File: src/bsc_pkg.sv
`timescale 1ns / 1ps
`default_nettype none
package bsc_pkg;

    localparam int MAX_NODES = 1024;
    localparam int IDX_W     = $clog2(MAX_NODES);
    localparam int POS_W     = IDX_W + 1;
    localparam int VAR_W     = 6;
    localparam int CNT_W     = 64;

    localparam logic [CNT_W-1:0] CNT_MAX = '1;

    typedef logic [IDX_W-1:0] t_idx;
    typedef logic [POS_W-1:0] t_pos;
    typedef logic [VAR_W-1:0] t_var;
    typedef logic [CNT_W-1:0] t_cnt;

    typedef struct packed {
        t_var node_var;
        t_cnt count;
    } t_entry;

    // node in flight between the read issue and the evaluation
    typedef struct packed {
        t_pos pos;
        t_var node_var;
        t_idx lo;
        t_idx hi;
        logic last;
        logic sink0;
        logic sink1;
        logic cap_bad;
        logic order_bad;
    } t_stage;

    // most recent store write, for forwarding
    typedef struct packed {
        logic   valid;
        t_idx   idx;
        t_entry entry;
    } t_wb;

    typedef struct packed {
        t_idx idx;
        t_var node_var;
        t_cnt count;
        logic sat;
        logic bad;
        logic last;
        logic wr_en;
    } t_result;

endpackage
`default_nettype wire

File: src/bsc_eval.sv
`timescale 1ns / 1ps
`default_nettype none
module bsc_eval (
    input  wire bsc_pkg::t_stage i_stage,
    input  wire bsc_pkg::t_entry i_rdata_a,
    input  wire bsc_pkg::t_entry i_rdata_b,
    input  wire bsc_pkg::t_wb    i_wb,
    output bsc_pkg::t_result     o_res
);

    bsc_pkg::t_entry ent_lo;
    bsc_pkg::t_entry ent_hi;
    bsc_pkg::t_var   e_lo;
    bsc_pkg::t_var   e_hi;
    logic            var_bad;
    logic            ovf_lo;
    logic            ovf_hi;
    bsc_pkg::t_cnt   term_lo;
    bsc_pkg::t_cnt   term_hi;
    logic [bsc_pkg::CNT_W:0] sum;
    bsc_pkg::t_cnt   cnt;
    logic            sat;

    always_comb begin
        // the store misses the write that lands on the same edge as the read
        ent_lo = (i_wb.valid && (i_wb.idx == i_stage.lo)) ? i_wb.entry : i_rdata_a;
        ent_hi = (i_wb.valid && (i_wb.idx == i_stage.hi)) ? i_wb.entry : i_rdata_b;

        var_bad = (ent_lo.node_var <= i_stage.node_var)
               || (ent_hi.node_var <= i_stage.node_var);

        e_lo = ent_lo.node_var - i_stage.node_var - bsc_pkg::VAR_W'(1);
        e_hi = ent_hi.node_var - i_stage.node_var - bsc_pkg::VAR_W'(1);

        // any bit above the room left after the shift means clamping
        ovf_lo  = |(ent_lo.count & ~(bsc_pkg::CNT_MAX >> e_lo));
        ovf_hi  = |(ent_hi.count & ~(bsc_pkg::CNT_MAX >> e_hi));
        term_lo = ovf_lo ? bsc_pkg::CNT_MAX : (ent_lo.count << e_lo);
        term_hi = ovf_hi ? bsc_pkg::CNT_MAX : (ent_hi.count << e_hi);

        sum = {1'b0, term_lo} + {1'b0, term_hi};
        cnt = sum[bsc_pkg::CNT_W] ? bsc_pkg::CNT_MAX : sum[bsc_pkg::CNT_W-1:0];
        sat = ovf_lo || ovf_hi || sum[bsc_pkg::CNT_W];

        o_res.idx      = i_stage.pos[bsc_pkg::IDX_W-1:0];
        o_res.node_var = i_stage.node_var;
        o_res.last     = i_stage.last;
        o_res.wr_en    = !i_stage.cap_bad;
        o_res.count    = '0;
        o_res.sat      = 1'b0;
        o_res.bad      = 1'b0;

        if (i_stage.cap_bad) begin
            o_res.bad = 1'b1;
        end else if (i_stage.sink0) begin
            o_res.count = '0;
        end else if (i_stage.sink1) begin
            o_res.count = bsc_pkg::CNT_W'(1);
        end else if (i_stage.order_bad || var_bad) begin
            o_res.bad = 1'b1;
        end else begin
            o_res.count = cnt;
            o_res.sat   = sat;
        end
    end

endmodule
`default_nettype wire

File: config.mk
export PLATFORM = sky130hd
export DESIGN_NAME = bsc_eval
export DESIGN_NICKNAME = d
export VERILOG_FILES = /design/src/bsc_pkg.sv /design/src/bsc_eval.sv
export SDC_FILE = /design/constraint.sdc
export NUM_CORES = 1
export LEC_CHECK = 0
export ABC_CLOCK_PERIOD_IN_PS = 15700
export BUFFER_PORTS_ARGS = -buffer_cell sky130_fd_sc_hd__buf_4
export CORE_ASPECT_RATIO = 0.6
export CORE_MARGIN = 1
export CORE_UTILIZATION = 35
export DETAILED_ROUTE_END_ITERATION = 6
export PLACE_DENSITY = 0.62
export SETUP_SLACK_MARGIN = 0.3
export SYNTH_ARGS = -nofsm -noshare
export SYNTH_HDL_FRONTEND = slang
export SYNTH_SLANG_ARGS = --single-unit
export TNS_END_PERCENT = 20
File: constraint.sdc
create_clock -name vclk -period 15.7
set_input_delay 2.355 -clock vclk [all_inputs]
set_output_delay 2.355 -clock vclk [all_outputs]
set_load 0.03 [all_outputs]
Yosys cells after proc, flatten, opt, wreduce, memory -nomap -nowiden:

Cells that the tools add are included.

* equality and inequality tests: 2
* reduce and logical (&&, ||, !) cells: 9
* $add $sub $neg: 5
* shift-type cells: 4
* magnitude comparators: 2
* bitwise logic cells: 4
* mux-type cells: 13

Operators with widths (number)
* two-way mux 64 bit: 5
* two-way mux 70 bit: 2
* two-way mux 65 bit: 2
* AND 64 bit: 2
* inverter 64 bit: 2
* OR reduction 64 bit: 2
* left shift 64 x 6 -> 64 bit: 2
* right shift 64 x 6 -> 64 bit, first input constant: 2
* adder 64 x 64 -> 65 bit: 1
* == test 10 bit: 2
* less-or-equal comparator 6 bit: 2
* subtractor 6 x 1 -> 6 bit, second input constant: 2
* subtractor 6 bit: 2
* logical OR 1 bit: 4
* two-way mux 2 bit: 2
* logical AND 1 bit: 2
* two-way mux 1 bit: 2
* logical NOT 1 bit: 1

* input port bits: 263
* word-level logic and storage cells: 39
* bits in registers: 0
* output and inout bits: 84

Logic depth before layout (Yosys ltp):

Gate-level depths: netlist (run 1).

* depth in word-level cells: 16
* gate-level depth with buffers: 39
* mapped depth without buffers: 32

Worst setup path after synthesis (run 1):

OpenSTA, ideal clock, no wires.

* path kind: input port to output port
* start point: input i_stage[16] (netlist name)
* end point: output o_res[67] (netlist name)
* data required time: 13345 ps
* data arrival time: 10515 ps
* path buffers: 8
* stages: 37
* slack: 2830 ps
* path through: xnor2_1 nand4_1 nor3_1 buf_4 buf_6 buf_4 buf_4 buf_2 nand2_1 nand2_1 ha_1 inv_1 fa_1 nand2b_1 a21oi_1 xor2_1 nor2_1 buf_2 a21oi_1 nor3_1 nand3_1 or4_1 nor4_1 buf_2 buf_2 o21ai_0 ha_1 a21oi_1 a21boi_0 a2111oi_0 a21oi_1 o21ai_0 a31oi_1 o31ai_1 o21ba_2 o311ai_0 a311oi_1

RTL lines
* start: declaration: RTL line bsc_eval.sv:4 `input wire bsc_pkg::t_stage i_stage,`
* end: declaration: RTL line bsc_eval.sv:8 `output bsc_pkg::t_result o_res`

==> summary.md, run 1 <==
| Metric | Value |
|---|---|
| Fmax | `67.67 MHz` |
| Synthesized Nets | `2709` |
| Initial antenna violation count | `6` |
| WL final | `90.97 mm` |
| Overflow left after global routing | `0` |
| Clock power frac | `0` |
| Switching share of power | `0.6645` |
| Number of global-route vias before repair | `19640` |
| Postcts setup bufs | `0` |
| Die area | `47570 um2` |
| Most used cell, CP | `buf_4` |
| Worst vdd ir | `40.93 uV` |
| CP endpoint kind | `primary output` |
| Initial Utilization | `0.3597` |
| Worst slew margin | `0.2492` |
| Wire length of the first global-routing pass | `131.5 mm` |
| Dpl hpwl | `75.00 mm` |
| Commonest non-fill, non-tap cell in the layout | `mux2i_1` |
| Max incr delay on CP | `690 ps` |
| Initial DRT Pass Iterations | `7` |
| Top cells by area, synth | `mux2i_1 23%, a21oi_1 8.1%, nand2_1 7.0%` |
| Area Overhead vs Synth | `17.37%` |
| Failing checks | `DRC` |
| DR vias | `21240` |
| Ys Warns | `0` |
| Drt drc | `49` |
| Sequential cell count | `0` |
| Die Wd | `280.9 um` |
| Vias per cell | `6.732` |
| Post-Syn Area per Cell | `6.907 um2` |
| ANT nets after route | `0` |
| Crit path kind | `in -> out` |
| Slowest CP cell | `or3_4` |
| Hold buffer count at cts | `0` |
| Synth top area share | `0.2322` |
| Layout cell share with drive strength beyond 1 | `0.1938` |
| Filler instances | `4807` |
| Total power | `1.101 mW` |
| Sequential cell area | `0 um2` |
| Final slew viol count | `0` |
| Routability cong. | `1.201` |
| Num rows | `60` |
| CLK BUF | `0` |
| CP startpoint kind | `input port` |
| PostCTS Resize Cnt | `0` |
| Total track usage | `0.3681` |
| CP max FO | `37` |
| Switching pwr | `0.7315 mW` |
| Initial drt markers | `3128` |
| Sequential area share after synthesis | `0` |
| WL per Instance | `28.83 um` |
| Largest net degree at the start of global routing | `68` |
| Tmin final | `14780 ps` |
| Critical Path RT | `13350 ps` |
| Final TNS setup | `0 ps` |
| Max Cap Viol | `0` |
| Yosys cell types | `80` |
| Comb power frac | `1.000` |
| Fin cells | `3155` |
| Status | `finished with violations` |
| Seq pwr share | `0` |
| Die Y | `169.3 um` |
| Synth Instances | `2365` |
| PwrDens | `57.42 nW/um2` |
| Synthesized cell area | `16340 um2` |
| Pint | `0.3694 mW` |
| RSZ-0062 raised after global routing | `false` |
| IO buf count | `324` |
| Final Hold Viols | `0` |
| Tcrit/Tclk final | `0.9412` |
| # setup viols final | `0` |
| Final net count | `2875` |
| HP Class | `in -> out` |
| Leakage | `8.170 nW` |
| I/O pin cnt | `347` |
| Data arrival, critical path | `12420 ps` |
| Worst slew pin tran | `1121 ps` |
| Placed Instances | `3149` |
| Core area | `45420 um2` |
| Cell depth of the worst hold path | `0` |
| Post-synth top area cell | `mux2i_1` |
| Commonest cells after routing, fill and taps aside | `379 x mux2i_1, 373 x buf_4, 304 x nand2_1, 264 x a21oi_1, 164 x o21ai_0` |
cell families after synthesis:
| kind of cell | after synthesis | share of synthesized area |
|---|---|---|
| AND/OR/NAND/NOR | 688 | 0.1887 |
| adder cells (fa/ha/maj) | 83 | 0.06465 |
| XOR/XNOR | 95 | 0.05185 |
| multiplexers | 456 | 0.3184 |
| AO/OA/AOI/OAI | 793 | 0.3068 |
| buffers and inverters | 250 | 0.06962 |
power by group through the flow:
stage	combinational, mW	sequential (mW)	clock [mW]
floorplan	0.678	0	0
global placement	1.03	0	0
detailed placement	1.04	0	0
CTS	1.04	0	0
global route	1.15	0	0.0000000111
finish	1.10	0	0.00000000727
cells in the mapped netlist, types with 10 or more instances:
| master | n |
|---|---|
| nand3_1 | 80 |
| o21ai_0 | 164 |
| a221o_1 | 10 |
| xnor2_1 | 59 |
| nand4_1 | 26 |
| buf_4 | 30 |
| a21o_1 | 24 |
| a31oi_1 | 17 |
| a2111oi_0 | 16 |
| buf_2 | 21 |
| inv_1 | 37 |
| buf_1 | 33 |
| o21bai_1 | 15 |
| nor2_1 | 134 |
| nor4_1 | 23 |
| xor2_1 | 34 |
| mux2i_1 | 379 |
| clkbuf_1 | 118 |
| a211oi_1 | 43 |
| o21a_1 | 18 |
| a21oi_1 | 264 |
| and2_1 | 12 |
| o221ai_1 | 14 |
| nor3_1 | 47 |
| ha_1 | 78 |
| nand2_1 | 304 |
| mux4_2 | 48 |
| mux2_2 | 28 |
| o211ai_1 | 59 |
| a22oi_1 | 43 |
| o22ai_1 | 15 |
| nand2b_1 | 13 |
path summary, 6_finish.rpt:
check                   start   endpoint  slack [ps]
setup / recovery     i_wb[77]  o_res[67]         920
hold / removal    i_stage[36]  o_res[79]        4710
worst max-delay path: cells and delay by family:
kind                       cells  cell delay [ps]
AOI/OAI and AO/OA             15             4790
and+or+nand+nor                7             2190
adders and majority gates      2             1110
muxes                          1              420
buffers and inverters          5             1120
xor gates and xnor gates       2              360
stage by stage:
stage | area, um2 | util | setup WS, ps | hold slack (ps)
2_1_floorplan | 16340 | - | 2830 | 4825
3_3_place_gp | 19160 | 0.4218 | 1476 | 4710
3_5_place_dp | 19160 | 0.4218 | 1378 | 4710
4_1_cts | 19160 | 0.4218 | 1376 | 4710
5_1_grt | 19170 | 0.4220 | 474.2 | 4710
6_report | 19170 | 0.4221 | 923.3 | 4710
layout make-up:
class,count,area (um2),area share
repair buffers,374,2820,0.1471
inverters,40,150.1,0.007831
diodes,6,15.01,0.0007831
well taps,620,775.7,0.04046
multi-input cells,2115,15410,0.8038
per-layer routing:
metal,vias to the layer above,track usage,share of wire
met1,10250,0.5133,0.43
met4,4,0.04395,0.015
met5,-,0,0.00075
met2,1499,0.5154,0.39
met3,138,0.1779,0.16
li1,9353,-,-
Power figures use the tool's default switching activity.
==> run 2, diff against run 1 <==
- BUFFER_PORTS_ARGS: -buffer_cell sky130_fd_sc_hd__buf_4 -> not set
- DONT_BUFFER_PORTS: not set -> 1
- PLACE_DENSITY: 0.62 -> 0.56
==> run 2 against run 1 <==
- the flow now finishes without violations
- first-iteration DRC count is 6.7% lower
- critical endpoint unchanged
- utilization is 4.8 points lower
- flip-flop and latch count stayed put
- sequential share of layout area stayed put
- cell count is 9.1% lower
- combinational power is 8% lower
- non-clock buffer count is 300 lower
- wire length is 3.7% higher
- clock-buffer cell count stayed put
- total power is 8.1% lower
==> summary.md, run 2 (synthesis results as in run 1) <==
| Metric | Value |
|---|---|
| WL per Instance | `32.92 um` |
| Commonest cells after routing, fill and taps aside | `379 x mux2i_1, 304 x nand2_1, 264 x a21oi_1, 164 x o21ai_0, 134 x nor2_1` |
| IO buf count | `0` |
| Hold buffer count at cts | `0` |
| DR vias | `19940` |
| CP top delay family | `compound AO/OA/AOI/OAI gates` |
| Slowest CP cell | `fa_2` |
| Number of global-route vias before repair | `18470` |
| Seq pwr share | `0` |
| Worst slew margin | `0.2273` |
| Overflow left after global routing | `0` |
| Total track usage | `0.3835` |
| Final TNS setup | `0 ps` |
| Critical Path RT | `13350 ps` |
| Initial antenna violation count | `17` |
| Worst vdd ir | `29.13 uV` |
| Final Hold Viols | `0` |
| Sequential cell count | `0` |
| Fmax | `68.72 MHz` |
| Routability cong. | `1.096` |
| Final slew viol count | `0` |
| Crit path buffers/inverters | `4` |
| CLK BUF | `0` |
| Comb power frac | `1.000` |
| Vias per cell | `6.954` |
| # setup viols final | `0` |
| Num rows | `60` |
| HP Class | `in -> out` |
| Initial DRT Pass Iterations | `7` |
| Core area | `45420 um2` |
| Sequential cell area | `0 um2` |
| Crit path kind | `in -> out` |
| Pint | `0.3301 mW` |
| WL final | `94.38 mm` |
| WHS | `4710 ps` |
| CP startpoint kind | `input port` |
| Area Overhead vs Synth | `4.105%` |
| PwrDens | `59.51 nW/um2` |
| Clock power frac | `0` |
| I/O pin cnt | `347` |
| Status | `finished clean` |
| CP max FO | `65` |
| Max incr delay on CP | `900 ps` |
| Dpl hpwl | `77.76 mm` |
| Final net count | `2575` |
| Die area | `47570 um2` |
| Largest net degree at the start of global routing | `70` |
| Worst slew pin tran | `1154 ps` |
| ANT nets after route | `0` |
| Commonest non-fill, non-tap cell in the layout | `mux2i_1` |
| Leakage | `6.711 nW` |
| Tmin final | `14550 ps` |
| Wire length of the first global-routing pass | `134.4 mm` |
| Switching pwr | `0.6819 mW` |
| Data arrival, critical path | `12200 ps` |
| Die Wd | `280.9 um` |
| Tcrit/Tclk final | `0.9269` |
| CP endpoint kind | `primary output` |
| Die Y | `169.3 um` |
| Max Cap Viol | `0` |
| Initial drt markers | `2919` |
| PostCTS Resize Cnt | `0` |
| Final Core Density | `0.3744` |
| Layout cell share with drive strength beyond 1 | `0.08569` |
| Switching share of power | `0.6739` |
| Drt drc | `0` |
| Initial Utilization | `0.3597` |
| RSZ-0062 raised after global routing | `false` |
| Postcts setup bufs | `0` |
==> run 2: layer usage <==
layer  routed length [um]  up-vias  track usage
li1                     -     8770            -
met5                  371        -      0.04718
met1                41880     9717       0.5409
met3                13780      134       0.1725
met2                36740     1304       0.5312
met4                 1604       12      0.05251
==> run 2: cell type report <==
type,count,area [um2]
Timing Repair Buffer,74,605.6
Tap cell,620,775.7
Multi-Input combinational cell,2115,15430
Inverter,40,150.1
Fill cell,4903,28410
Antenna cell,18,45.04
==> run 2: per-stage QoR <==
stage          instance area, um2  std cells  worst slack, ps  total power [mW]
2_1_floorplan               16340       2365             2830            0.6775
3_5_place_dp                16960       2849             1442            0.9667
5_1_grt                     16990       2862            652.8             1.060
4_1_cts                     16960       2849             1447            0.9699
3_3_place_gp                16960       2849             1522            0.9620
6_report                    17010       2867             1147             1.012
==> run 2: final timing paths <==
| path | startpoint | endpoint | slack [ps] | cells past startpoint |
|---|---|---|---|---|
| worst max-delay path | i_wb[72] | o_res[67] | 1150 | 32 |
| worst min-delay path | i_stage[35] | o_res[78] | 4710 | 0 |
==> run 2: power groups by stage <==
stage            Clock, mW  Combinational, mW  Sequential (mW)
6_report       0.000000121               1.01                0
2_1_floorplan            0              0.678                0
3_3_place_gp             0              0.962                0
5_1_grt        0.000000112               1.06                0
3_5_place_dp             0              0.967                0
4_1_cts                  0              0.970                0
